`src/design/sparse_matrix_triple_store_top_macros.svh`:
```
// Assertion macros for the sparse matrix triple store.
// Included by the top level; no other dependencies.
`ifndef SPARSE_MATRIX_TRIPLE_STORE_TOP_MACROS_SVH
`define SPARSE_MATRIX_TRIPLE_STORE_TOP_MACROS_SVH

`ifndef SYNTH
// same-cycle implication
`define SMTS_ASSERT_IMPL(label, clk, rst, ante, cons) \
   label: assert property (@(posedge clk) disable iff (rst) (ante) |-> (cons)) \
      else $error("sparse store assertion failed");
// next-cycle implication
`define SMTS_ASSERT_NEXT(label, clk, rst, ante, cons) \
   label: assert property (@(posedge clk) disable iff (rst) (ante) |=> (cons)) \
      else $error("sparse store assertion failed");
`else
`define SMTS_ASSERT_IMPL(label, clk, rst, ante, cons)
`define SMTS_ASSERT_NEXT(label, clk, rst, ante, cons)
`endif

`endif

```
`src/design/smts_pkg.sv`:
```
// Shared types and codes for the sparse matrix triple store.
// No dependencies; imported by smts_match and the top level.
package smts_pkg;

   localparam int DATA_W    = 32;
   localparam int COORD_W   = 8;
   localparam int DIM_REG_W = 7;

   // request codes
   localparam logic [1:0] REQ_PUT         = 2'd0;
   localparam logic [1:0] REQ_GET         = 2'd1;
   localparam logic [1:0] REQ_SET_DEFAULT = 2'd2;
   localparam logic [1:0] REQ_NOP         = 2'd3;

   // status codes
   localparam logic [1:0] ST_OK    = 2'd0;
   localparam logic [1:0] ST_RANGE = 2'd1;
   localparam logic [1:0] ST_FULL  = 2'd2;

   // register indexes
   localparam logic [1:0] CSR_NUM_ROWS = 2'd0;
   localparam logic [1:0] CSR_NUM_COLS = 2'd1;

   typedef struct packed {
      logic [1:0]                req_type;
      logic [COORD_W-1:0]        row;
      logic [COORD_W-1:0]        col;
      logic signed [DATA_W-1:0]  value;
   } req_item_type;

   typedef struct packed {
      logic signed [DATA_W-1:0]  read_value;
      logic [1:0]                status;
   } rsp_item_type;

   // compare results for one table entry
   typedef struct packed {
      logic hit;
      logic free;
      logic kept;
      logic drop;
   } match_type;

endpackage

```
`src/design/smts_match.sv`:
```
// Shared compare unit: checks one table entry against the current request.
// Depends on smts_pkg for match_type and DATA_W.
module smts_match
   import smts_pkg::*;
#(
   parameter int CRD_W = 7
) (
   input  logic [2*CRD_W+DATA_W:0] entry,
   input  logic [CRD_W-1:0]        key_row,
   input  logic [CRD_W-1:0]        key_col,
   input  logic [DATA_W-1:0]       key_value,
   input  logic [CRD_W-1:0]        lim_rows,
   input  logic [CRD_W-1:0]        lim_cols,
   output match_type               result
);

   logic              ent_valid;
   logic [CRD_W-1:0]  ent_row;
   logic [CRD_W-1:0]  ent_col;
   logic [DATA_W-1:0] ent_value;

   // entry layout, msb first: valid, row, col, value
   assign ent_valid = entry[2*CRD_W+DATA_W];
   assign ent_row   = entry[2*CRD_W+DATA_W-1 -: CRD_W];
   assign ent_col   = entry[CRD_W+DATA_W-1 -: CRD_W];
   assign ent_value = entry[DATA_W-1:0];

   always_comb begin
      result.hit  = ent_valid && (ent_row == key_row) && (ent_col == key_col);
      result.free = !ent_valid;
      result.kept = ent_valid && (ent_row <= lim_rows) && (ent_col <= lim_cols);
      result.drop = result.kept && (ent_value == key_value);
   end

endmodule

```
`config.mk`:
```
export PLATFORM = sky130hd
export DESIGN_NAME = smts_match
export DESIGN_NICKNAME = d
export VERILOG_FILES = /design/src/design/sparse_matrix_triple_store_top_macros.svh /design/src/design/smts_pkg.sv /design/src/design/smts_match.sv
export SDC_FILE = /design/constraint.sdc
export NUM_CORES = 1
export LEC_CHECK = 0
export BUFFER_PORTS_ARGS = -buffer_cell sky130_fd_sc_hd__buf_2
export CAP_MARGIN = 20
export CORE_ASPECT_RATIO = 0.9
export CORE_MARGIN = 5
export CORE_UTILIZATION = 34
export DETAILED_ROUTE_END_ITERATION = 8
export PLACE_DENSITY = 0.92
export SYNTH_ARGS = -nofsm -noshare
export SYNTH_HDL_FRONTEND = slang
export SYNTH_SLANG_ARGS = --single-unit
```
`constraint.sdc`:
```
create_clock -name vclk -period 1.5
set_clock_uncertainty 0.1 [all_clocks]
set_input_delay 0 -clock vclk [all_inputs]
set_output_delay 0 -clock vclk [all_outputs]
set_load 0.01 [all_outputs]
```
# Word-level counts from Yosys, hierarchy flattened
# Cells that the tools add are included.
[totals]
ff_bits = 0
latchBits = 0
ramBits = 0
romBits = 0
inputBits = 107
elab_cells = 11
n_memories = 0
[classes]
add_sub_neg = 0
mul = 0
n_div = 0
n_lt_le_gt_ge = 2
n_eq_ne = 3
n_shift = 0
muxes = 0
n_bitwise = 0
n_reduce_logical = 6
[op_table]
columns = ["cell", "count"]
rows = [
  ["$eq 32x32->1", 1],
  ["$eq 7x7->1", 2],
  ["$le 7x7->1", 2],
  ["$logic_and 1x1->1", 5],
  ["$logic_not 1->1", 1],
]

# Depth between registers and ports, before layout
[logic_depth]
word_depth = 4
depth_mapped = 6
depth_no_buf = 6

# Least setup slack after synthesis
# No wires, ideal clock.
[synth_path]
kind = "input-to-output"
start = "input lim_cols[2]"
end = "output result[0] (netlist bit)"
arrival_time_ns = 1.040
path_slack_ns = 0.360
stages = 6
path_buffers = 0
path_cell_list = "inv_1 > ha_1 > a21oi_2 > a21oi_1 > o41ai_2 > and4_1"
[synth_rtl]
columns = ["item", "line", "text"]
rows = [
  ["from (decl)", "smts_match.sv:13", "input logic [CRD_W-1:0] lim_cols,"],
  ["to (decl)", "smts_match.sv:14", "output match_type result"],
]

==> impl_metrics.py <==
metrics = {
    "routing": {
        "vias": 1159,
        "drcViolationCount": 0,
        "drt-pass1-iter-count": 2,
        "drt_wl_total_um": 2860,
        "avgRoutedWirePerCell_um": 11.4,
        "via_per_inst": 4.62,
        "antenna_left": 0,
        "drtIter0Drc": 14,
    },
    "logic_synthesis": {
        "synth.area.top_cells": "xnor2_1 46%, ha_1 20%, nand4_1 10%",
        "syn_avg_cell_area_um2": 7.81,
        "yosysTopAreaCellShare_pct": 46.1,
        "syn-cell-area_um2": 875,
        "syn_nets": 233,
        "yosys_warnings": 0,
        "synth_area_leader_cell": "xnor2_1",
        "synth_cell_type_count": 18,
        "netlist_instances": 112,
        "ys_seq_area_share_pct": 0,
    },
    "floorplan": {
        "rows": 17,
        "die_height_um": 58.1,
        "pin_count": 111,
        "core-area_um2": 2470,
        "die_x_um": 63.5,
        "die_area_um2": 3690,
        "initial_utilization_pct": 35.4,
    },
    "global_route": {
        "grt_pass1_wl_um": 4790,
        "antenna_found_initial": 0,
        "grt_overflow": 0,
        "grt_pass1_vias": 1281,
        "grt_max_degree": 4,
        "grt_usage_pct": 15.1,
    },
    "timing": {
        "min_period_ns": 1.40,
        "layout_worst_path_cycle_share_pct": 93.0,
        "finalMaxSlewViolations": 0,
        "slew_headroom_pct": 78.2,
        "tns_ns": 0,
        "rsz0062_at_grt": "no",
        "worstMarginPinSlew_ns": 0.324,
        "finalHoldViolCount": 0,
        "hold_ws_ns": 0.189,
        "setup-violations-final": 0,
        "fmax_mhz": 716,
    },
    "hold_path": {
        "min_from": "entry[46]",
        "min_path_cells": 3,
        "hold_end": "result[2]",
        "hold_class": "in -> out",
    },
    "final_layout": {
        "nClkBuffers": 0,
        "drive_gt1_share_pct": 52.0,
        "num-nets-final": 346,
        "utilization_pct": 59.9,
        "regArea_um2": 0,
        "seq_cells": 0,
        "area_delta_synth_final_pct": 69.0,
        "n_antenna_cell": 0,
    },
    "placed_design": {
        "gp_congestion": 0.780,
        "portBuffers": 111,
        "place_hpwl_um": 2840,
    },
    "worst_setup_path": {
        "cp-start-kind": "input pin",
        "path_max_fanout": 2,
        "worstPathArrival_ns": 1.30,
        "cp.required_ns": 1.40,
        "crit_type": "in -> out",
        "end_kind": "primary output",
    },
    "power": {
        "power_density_nw_per_um2": 263,
        "vdd_drop_max_uv": 177,
        "p_leak_nw": 0.771,
    },
    "outcome": {
        "status": "finished, final reports clean",
    },
    "cts": {
        "cts_setup_buffers": 0,
    },
    "job": {
        "maxCapViolations": 0,
    },
}
[metal layers]
layer / wire length (um) / global-route usage (%) / vias up
met5: 0 / 0 / -
met4: 0 / 0 / 0
met1: 976 / 15.7 / 491
li1: - / - / 617
met3: 286 / 3.10 / 0
met2: 1590 / 32.3 / 51
[stage by stage]
| stage | setup WS [ns] | std cells | power (W) | cell area [um2] |
|---|---|---|---|---|
| finish | 0.104 | 251 | 0.000388 | 1480 |
| CTS | 0.0357 | 251 | 0.000390 | 1470 |
| floorplan | 0.360 | 112 | 0.000194 | 875 |
| detailed placement | 0.0361 | 251 | 0.000389 | 1470 |
| global placement | 0.0654 | 251 | 0.000379 | 1470 |
| global route | 0.0212 | 251 | 0.000440 | 1480 |
[power breakdown]
group          internal, W  switching (W)  leakage [nW]
Combinational     0.000232       0.000156         0.771
Sequential               0              0             0
Clock                    0              0             0
Total             0.000232       0.000156         0.771
[cell type report]
cell class / instances / area, um2
inverter: 15 / 56.3
fill: 225 / 990
tap: 28 / 35.0
multi-input combinational: 97 / 831
timing repair buffer: 111 / 556
[worst max-delay path, cell delays in order]
cell	delay, ns
buf_2	0.10
inv_1	0.08
ha_4	0.20
a211oi_2	0.16
nor2_1	0.07
o41ai_2	0.32
and4_1	0.23
buf_2	0.13
[cell usage after synthesis (2+ instances only)]
cell,instances
nand4_1,14
inv_1,15
o21ai_0,2
xnor2_1,46
ha_1,14
nand3b_1,2
nor4_1,3
a21oi_1,5
nand3_1,2
[what timing repair did]
item | in CTS | in global routing
setup endpoints to repair | 0 | 1
hold buffers | 0 | 0
hold endpoints to repair | 0 | 0
gates resized for setup | 0 | 2
[worst max path at each step]
stage | startpoint | to | slack [ns] | cells after the start
after global routing | lim_cols[4] | result[0] | 0.02 | 8
after floorplan | lim_cols[2] | result[0] | 0.36 | 6
after CTS | entry[34] | result[0] | 0.04 | 7
after global placement | entry[36] | result[0] | 0.07 | 7
final | lim_cols[4] | result[0] | 0.10 | 8
after detailed placement | entry[34] | result[0] | 0.04 | 7
[cell usage in the layout, fill, tap and decap left out]
master / instances
o21ai_1: 1
ha_4: 1
nand2_1: 1
nand3b_1: 2
xnor2_1: 46
ha_1: 13
a211oi_2: 1
o22ai_1: 1
o41ai_2: 1
nand4_1: 14
nor2_1: 1
and2_2: 1
and4_1: 1
or2_1: 1
nor4_1: 3
a21oi_1: 5
inv_1: 15
a21oi_2: 1
nand3_1: 2
o21ai_0: 1
buf_2: 111
[cells by family (layout without fill, tap and decap cells)]
family | count (synthesis) | count (layout) | share of synthesized area, %
and+or+nand+nor | 26 | 26 | 18.5
AOI/OAI and AO/OA | 11 | 11 | 9.01
adders and majority gates | 14 | 14 | 20.0
xor gates and xnor gates | 46 | 46 | 46.1
buffers and inverters | 15 | 126 | 6.44
(Power assumes the default switching activity.)
