`src/design/sparse_matrix_triple_store_top_macros.svh`:
```
// Assertion macros for the sparse matrix triple store.
// Included by the top level; no other dependencies.
`ifndef SPARSE_MATRIX_TRIPLE_STORE_TOP_MACROS_SVH
`define SPARSE_MATRIX_TRIPLE_STORE_TOP_MACROS_SVH

`ifndef SYNTH
// same-cycle implication
`define SMTS_ASSERT_IMPL(label, clk, rst, ante, cons) \
   label: assert property (@(posedge clk) disable iff (rst) (ante) |-> (cons)) \
      else $error("sparse store assertion failed");
// next-cycle implication
`define SMTS_ASSERT_NEXT(label, clk, rst, ante, cons) \
   label: assert property (@(posedge clk) disable iff (rst) (ante) |=> (cons)) \
      else $error("sparse store assertion failed");
`else
`define SMTS_ASSERT_IMPL(label, clk, rst, ante, cons)
`define SMTS_ASSERT_NEXT(label, clk, rst, ante, cons)
`endif

`endif

```
`src/design/smts_ram.sv`:
```
// Generic single-port-write, single-port-read RAM with registered read data.
// No dependencies.
module smts_ram #(
   parameter int  WIDTH = 8,
   parameter int  DEPTH = 16,
   localparam int AW    = $clog2(DEPTH)
) (
   input  logic             clock,
   input  logic             wr_en,
   input  logic [AW-1:0]    wr_addr,
   input  logic [WIDTH-1:0] wr_data,
   input  logic [AW-1:0]    rd_addr,
   output logic [WIDTH-1:0] rd_data
);

   logic [WIDTH-1:0] mem_ff [DEPTH];
   logic [WIDTH-1:0] rd_data_ff;

   always_ff @(posedge clock) begin
      if (wr_en) begin
         mem_ff[wr_addr] <= wr_data;
      end
      rd_data_ff <= mem_ff[rd_addr];
   end

   assign rd_data = rd_data_ff;

endmodule

```
`config.mk`:
```
export PLATFORM = sky130hd
export DESIGN_NAME = smts_ram
export DESIGN_NICKNAME = d
export VERILOG_FILES = /design/src/design/sparse_matrix_triple_store_top_macros.svh /design/src/design/smts_ram.sv
export SDC_FILE = /design/constraint.sdc
export NUM_CORES = 1
export LEC_CHECK = 0
export BUFFER_PORTS_ARGS = -buffer_cell sky130_fd_sc_hd__buf_2
export CAP_MARGIN = 0
export CORE_MARGIN = 2
export CORE_UTILIZATION = 40
export CTS_BUF_LIST = sky130_fd_sc_hd__clkbuf_2
export CTS_CLUSTER_DIAMETER = 30
export CTS_CLUSTER_SIZE = 12
export DETAILED_ROUTE_END_ITERATION = 10
export PLACE_DENSITY_LB_ADDON = 0.25
export SYNTH_ARGS = -nofsm -noshare
export SYNTH_HDL_FRONTEND = slang
export SYNTH_SLANG_ARGS = --single-unit
```
`constraint.sdc`:
```
create_clock -name clock -period 1.6 [get_ports clock]
set_clock_uncertainty 0.05 [all_clocks]
set_input_delay 0.16 -clock clock [delete_from_list [all_inputs] [get_ports clock]]
set_output_delay 0.16 -clock clock [all_outputs]
set_load 0.02 [all_outputs]
```
[Yosys cells after proc, flatten, opt, wreduce, memory -nomap -nowiden]
Memory sizes are Yosys's and may differ from the RTL's. A register that Yosys moved wholly into a read port is not among the register bits.
Index checks and enable logic that the tools add are counted.
Word-level totals
  register bits after elaboration: 0
  latch bits: 0
  memory bits (writable): 128
  bits in read-only memories: 0
  bits of input ports: 18
  output and inout port bits: 8
  word-level logic and storage cells: 3
  memories: 1
Operators by class
  add/sub/neg operators: 0
  multipliers: 0
  divide/modulo/power cells: 0
  $lt $le $gt $ge: 0
  equality and inequality tests: 0
  shifts and indexed selects: 0
  mux-type cells: 2
  bitwise operators: 0
  reductions and logical operators: 0
Memory list
  mem_ff: words 16, width 8, rd ports 1, clocked after Yosys merged registers in 1, write ports 1, line smts_ram.sv:16  | logic [WIDTH-1:0] mem_ff [DEPTH];
Operators with widths (count)
  $mux 1: 2

[Longest topological paths before layout]
  depth after elaboration: 2
  depth in mapped cells: 5
  mapped depth without buffers: 3

[Least setup slack after synthesis]
Ideal clock, no wire load.
  path kind: input -> register
  start point: input port wr_addr[2]
  end point: memory mem_ff[0][0], enable pin
  library setup time: 0.383 ns
  data arrival time: 1.270 ns
  slack: -0.103 ns
  stages on the path: 2
  path buffers: 0
  cell sequence: or3b_2 nor3_1
RTL lines
  start, declared: line smts_ram.sv:10  | input logic [AW-1:0] wr_addr,
  end, declared: line smts_ram.sv:16
Straight into the memory's write port.

==> flow_summary.html <==
<table>
<tr><th>Metric</th><th>Value</th></tr>
<tr><th colspan="2">Power and ir drop</th></tr>
<tr><td>Leakage power of the design</td><td>0.00205 uW</td></tr>
<tr><td>Net switching share of the total power</td><td>0.230</td></tr>
<tr><td>Switch Pwr</td><td>1450 uW</td></tr>
<tr><td>Ratio of total power to cell area</td><td>1050 nW/um2</td></tr>
<tr><td>Proportion of power drawn by flip-flops and latches</td><td>0.633</td></tr>
<tr><td>Total power draw</td><td>6310 uW</td></tr>
<tr><td>Internal portion of total power</td><td>4860 uW</td></tr>
<tr><td>Clock network fraction of design power</td><td>0.297</td></tr>
<tr><td>Worst supply voltage drop on vdd</td><td>0.326 mV</td></tr>
<tr><td>Combinational share of power</td><td>0.070</td></tr>
<tr><th colspan="2">Floorplan</th></tr>
<tr><td>Die width</td><td>117 um</td></tr>
<tr><td>Count of standard-cell rows</td><td>41</td></tr>
<tr><td>Floorplan core area</td><td>12600 um2</td></tr>
<tr><td>Die Area</td><td>13800 um2</td></tr>
<tr><td>Count of boundary I/O pins</td><td>26</td></tr>
<tr><td>Initial Util</td><td>0.410</td></tr>
<tr><td>Die height</td><td>117 um</td></tr>
<tr><th colspan="2">Cells and area</th></tr>
<tr><td>Area growth syn-to-layout</td><td>17.3%</td></tr>
<tr><td>Final net count</td><td>322</td></tr>
<tr><td>Proportion of layout cells with a drive suffix above 1</td><td>0.319</td></tr>
<tr><td>Most frequent cells in the layout</td><td>edfxtp_1 (128), buf_2 (25), buf_4 (21), mux4_2 (18), clkbuf_2 (17)</td></tr>
<tr><td>Leading cell type in the layout, fill and taps excluded</td><td>edfxtp_1</td></tr>
<tr><th colspan="2">Worst setup path</th></tr>
<tr><td>Crit path arrival time</td><td>2000 ps</td></tr>
<tr><td>Required arrival time at the worst endpoint</td><td>2140 ps</td></tr>
<tr><td>Delay of the slowest cell on the worst path</td><td>530 ps</td></tr>
<tr><td>Cell-by-cell listing of the critical path</td><td>mux4_1 &gt; a22oi_1 &gt; nand2_1</td></tr>
<tr><td>Critical Path Source Type</td><td>flop</td></tr>
<tr><td>Cell with the largest stage delay on the worst path</td><td>mux4_1</td></tr>
<tr><td>Critical Setup Path Class</td><td>flop to flop</td></tr>
<tr><td>Max FO, Critical Path</td><td>1</td></tr>
<tr><td>Kind of capture point of the worst setup path</td><td>flop</td></tr>
<tr><th colspan="2">Timing</th></tr>
<tr><td>Relative slew slack</td><td>0.527</td></tr>
<tr><td>Number of endpoints failing setup at the final stage</td><td>0</td></tr>
<tr><td>RSZ-0062 raised after global routing</td><td>false</td></tr>
<tr><td>Actual transition at the worst max-transition pin</td><td>708 ps</td></tr>
<tr><td>Number of max-slew violations in the final report</td><td>0</td></tr>
<tr><td>Final hold violations</td><td>0</td></tr>
<tr><td>Final setup slack of the worst path</td><td>138 ps</td></tr>
<tr><td>Ratio of final minimum period to clock period</td><td>0.914</td></tr>
<tr><td>Max Clk Rate</td><td>0.684 GHz</td></tr>
<tr><td>Final period demand of the worst path</td><td>1460 ps</td></tr>
<tr><th colspan="2">Detailed routing</th></tr>
<tr><td>Average vias per placed instance</td><td>5.03</td></tr>
<tr><td>Post-route DRC</td><td>0</td></tr>
<tr><td>DRT antenna net count</td><td>0</td></tr>
<tr><td>Mean routed wirelength per cell</td><td>20.1 um</td></tr>
<tr><td>Total wire length</td><td>9860 um</td></tr>
<tr><td>Total iterations of the first detailed-routing run</td><td>4</td></tr>
<tr><td>Count of vias placed by the detailed router</td><td>2467</td></tr>
<tr><td>Number of violations reported at the end of detailed-routing iteration 0</td><td>163</td></tr>
<tr><th colspan="2">Logic synthesis</th></tr>
<tr><td>Synth unique cells</td><td>19</td></tr>
<tr><td>Top post-synthesis cells by area</td><td>edfxtp_1 (75%), mux4_2 (7.9%), mux4_1 (7.1%), dfxtp_1 (3.1%), a22oi_1 (2.3%)</td></tr>
<tr><td>Post-synth top area share</td><td>0.747</td></tr>
<tr><td>Simple-gate portion of the synthesized area</td><td>0.0318</td></tr>
<tr><td>Adder-cell share of the synthesized area</td><td>0</td></tr>
<tr><td>Mean instance size in the synthesized netlist</td><td>22.5 um2</td></tr>
<tr><td>Number of nets in the synthesized netlist</td><td>247</td></tr>
<tr><td>Yosys top cell by area</td><td>edfxtp_1</td></tr>
<tr><td>Yosys synthesis warning count</td><td>0</td></tr>
<tr><td>Area fraction in compound gates after synthesis</td><td>0.0233</td></tr>
<tr><td>Post-synthesis cell area</td><td>5150 um2</td></tr>
<tr><td>Dominant combinational cell family by area after synthesis</td><td>multiplexers</td></tr>
<tr><td>Synthesized-area fraction occupied by xor and xnor cells</td><td>0</td></tr>
<tr><td>Share of synthesized area occupied by flip-flops and latches</td><td>0.778</td></tr>
<tr><td>Multiplexer fraction of the synthesized cell area</td><td>0.150</td></tr>
<tr><td>Register bit count reported by yosys</td><td>136</td></tr>
<tr><td>Number of instances in the synthesized netlist</td><td>229</td></tr>
<tr><th colspan="2">Clocking</th></tr>
<tr><td>Post-CTS repair timing setup buffer count</td><td>0</td></tr>
<tr><td>Clock transition at the register clock pins on the worst setup and hold paths after CTS</td><td>190 ps</td></tr>
<tr><td>Number of clock sinks</td><td>136</td></tr>
<tr><td>TritonCTS clock tree</td><td>built</td></tr>
<tr><td>Maximum buffer depth of the clock tree</td><td>2</td></tr>
<tr><td>Root Buffer Master</td><td>clkbuf_2</td></tr>
<tr><td>Number of buffers created by CTS</td><td>17</td></tr>
<tr><td>Clock latency reported for the late side of the worst-skew pair</td><td>670 ps</td></tr>
<tr><td>CTS H-Tree Depth</td><td>4</td></tr>
<tr><th colspan="2">Min path</th></tr>
<tr><td>Type of the worst min-delay path</td><td>input pin to flop</td></tr>
<tr><th colspan="2">Global route</th></tr>
<tr><td>Vias in the first global route</td><td>2535</td></tr>
<tr><td>Global-route wire length before repair</td><td>15000 um</td></tr>
<tr><td>Global-route congestion overflow total</td><td>0</td></tr>
<tr><td>Global-route total usage across every layer</td><td>0.155</td></tr>
<tr><td>Antenna violations before repair</td><td>1</td></tr>
<tr><td>Pin count of the biggest net entering global routing</td><td>19</td></tr>
<tr><th colspan="2">Status</th></tr>
<tr><td>Result of the run</td><td>finished clean</td></tr>
<tr><th colspan="2">Placement</th></tr>
<tr><td>Post-detailed-placement half-perimeter wirelength</td><td>6570 um</td></tr>
<tr><td>Worst slack, placed</td><td>-97.1 ps</td></tr>
<tr><td>Port buffer count</td><td>25</td></tr>
<tr><td>RD Place Congestion</td><td>0.732</td></tr>
<tr><th colspan="2">Job</th></tr>
<tr><td>Count of maximum capacitance violations</td><td>0</td></tr>
</table>
## worst max-delay path, delay by kind of cell, from the launching register on
kind               cells  cell delay (ps)
muxes                  1              530
DFF                    1              410
AOI/OAI and AO/OA      1              320
and+or+nand+nor        1               80
## flip-flops by register name, summed over array words and instances (netlist names)
| name | flops |
|---|---|
| mem_ff | 128 |
| rd_data | 8 |
## Yosys cell counts (all sizes together)
cell,count
a22oi,16
and2,1
and2b,1
buf,7
clkdlybuf4s25,3
dfxtp,8
edfxtp,128
mux4,32
nand2,9
nand2b,2
nand3,1
nand3b,2
nor2,13
nor2b,1
nor3,4
or3b,1
## power by group through the flow
stage          Clock (uW)  Sequential (uW)  Combinational [uW]
4_1_cts              1930             4000                 451
6_report             1870             4000                 442
3_5_place_dp            0             4080                 422
2_1_floorplan           0             4100                 202
5_1_grt              2090             4010                 481
3_3_place_gp            0             4080                 415
## cells by family after synthesis
logic type	Yosys count
AO/OA/AOI/OAI	16
buffers and inverters	10
flip-flops	136
multiplexers	32
AND/OR/NAND/NOR	35
## per-stage QoR
step | utilization | cell area, um2 | hold slack, ps | instances | TNS [ps]
6_report | 0.481 | 6040 | 88.6 | 490 | 0
5_1_grt | 0.481 | 6040 | 24.3 | 490 | 0
4_1_cts | 0.480 | 6030 | 26.5 | 489 | 0
3_5_place_dp | 0.451 | 5660 | 516 | 442 | -395
3_3_place_gp | 0.451 | 5660 | 503 | 442 | -378
2_1_floorplan | - | 5150 | 209 | 229 | 0
## area by class of cell
cell class | count | area [um2]
Tap cell | 172 | 215
Timing Repair Buffer | 66 | 533
Clock inverter | 15 | 135
Clock buffer | 17 | 85.1
Antenna cell | 1 | 2.50
Sequential cell | 136 | 4000
Multi-Input combinational cell | 83 | 1060
Fill cell | 1055 | 6530
## path summary, 6_finish.rpt
kind	depth (start not counted)	to	slack, ps	start
worst max register to register	3	rd_data[0]$_DFF_P_	140	mem_ff[1][0]$_DFFE_PP_
worst min-delay path	4	mem_ff[2][5]$_DFFE_PP_	90	wr_addr[3]
worst min register to register	3	rd_data[3]$_DFF_P_	640	mem_ff[12][3]$_DFFE_PP_
worst max-delay path	3	rd_data[0]$_DFF_P_	140	mem_ff[1][0]$_DFFE_PP_
## per-layer routing
layer	global-route usage	routed length [um]	up-vias
met5	0	0	-
met4	0.0505	105	0
met3	0.0535	481	6
met2	0.242	4950	71
met1	0.205	4320	1261
li1	-	-	1129
## timing repair
item | in CTS | in global routing
endpoints found under the setup margin | 0 | 4
endpoints found under the hold margin | 167 | 0
gates resized for setup | 0 | 1
hold buffers | 15 | 0
Note: power is estimated with default switching activity, not from simulation.
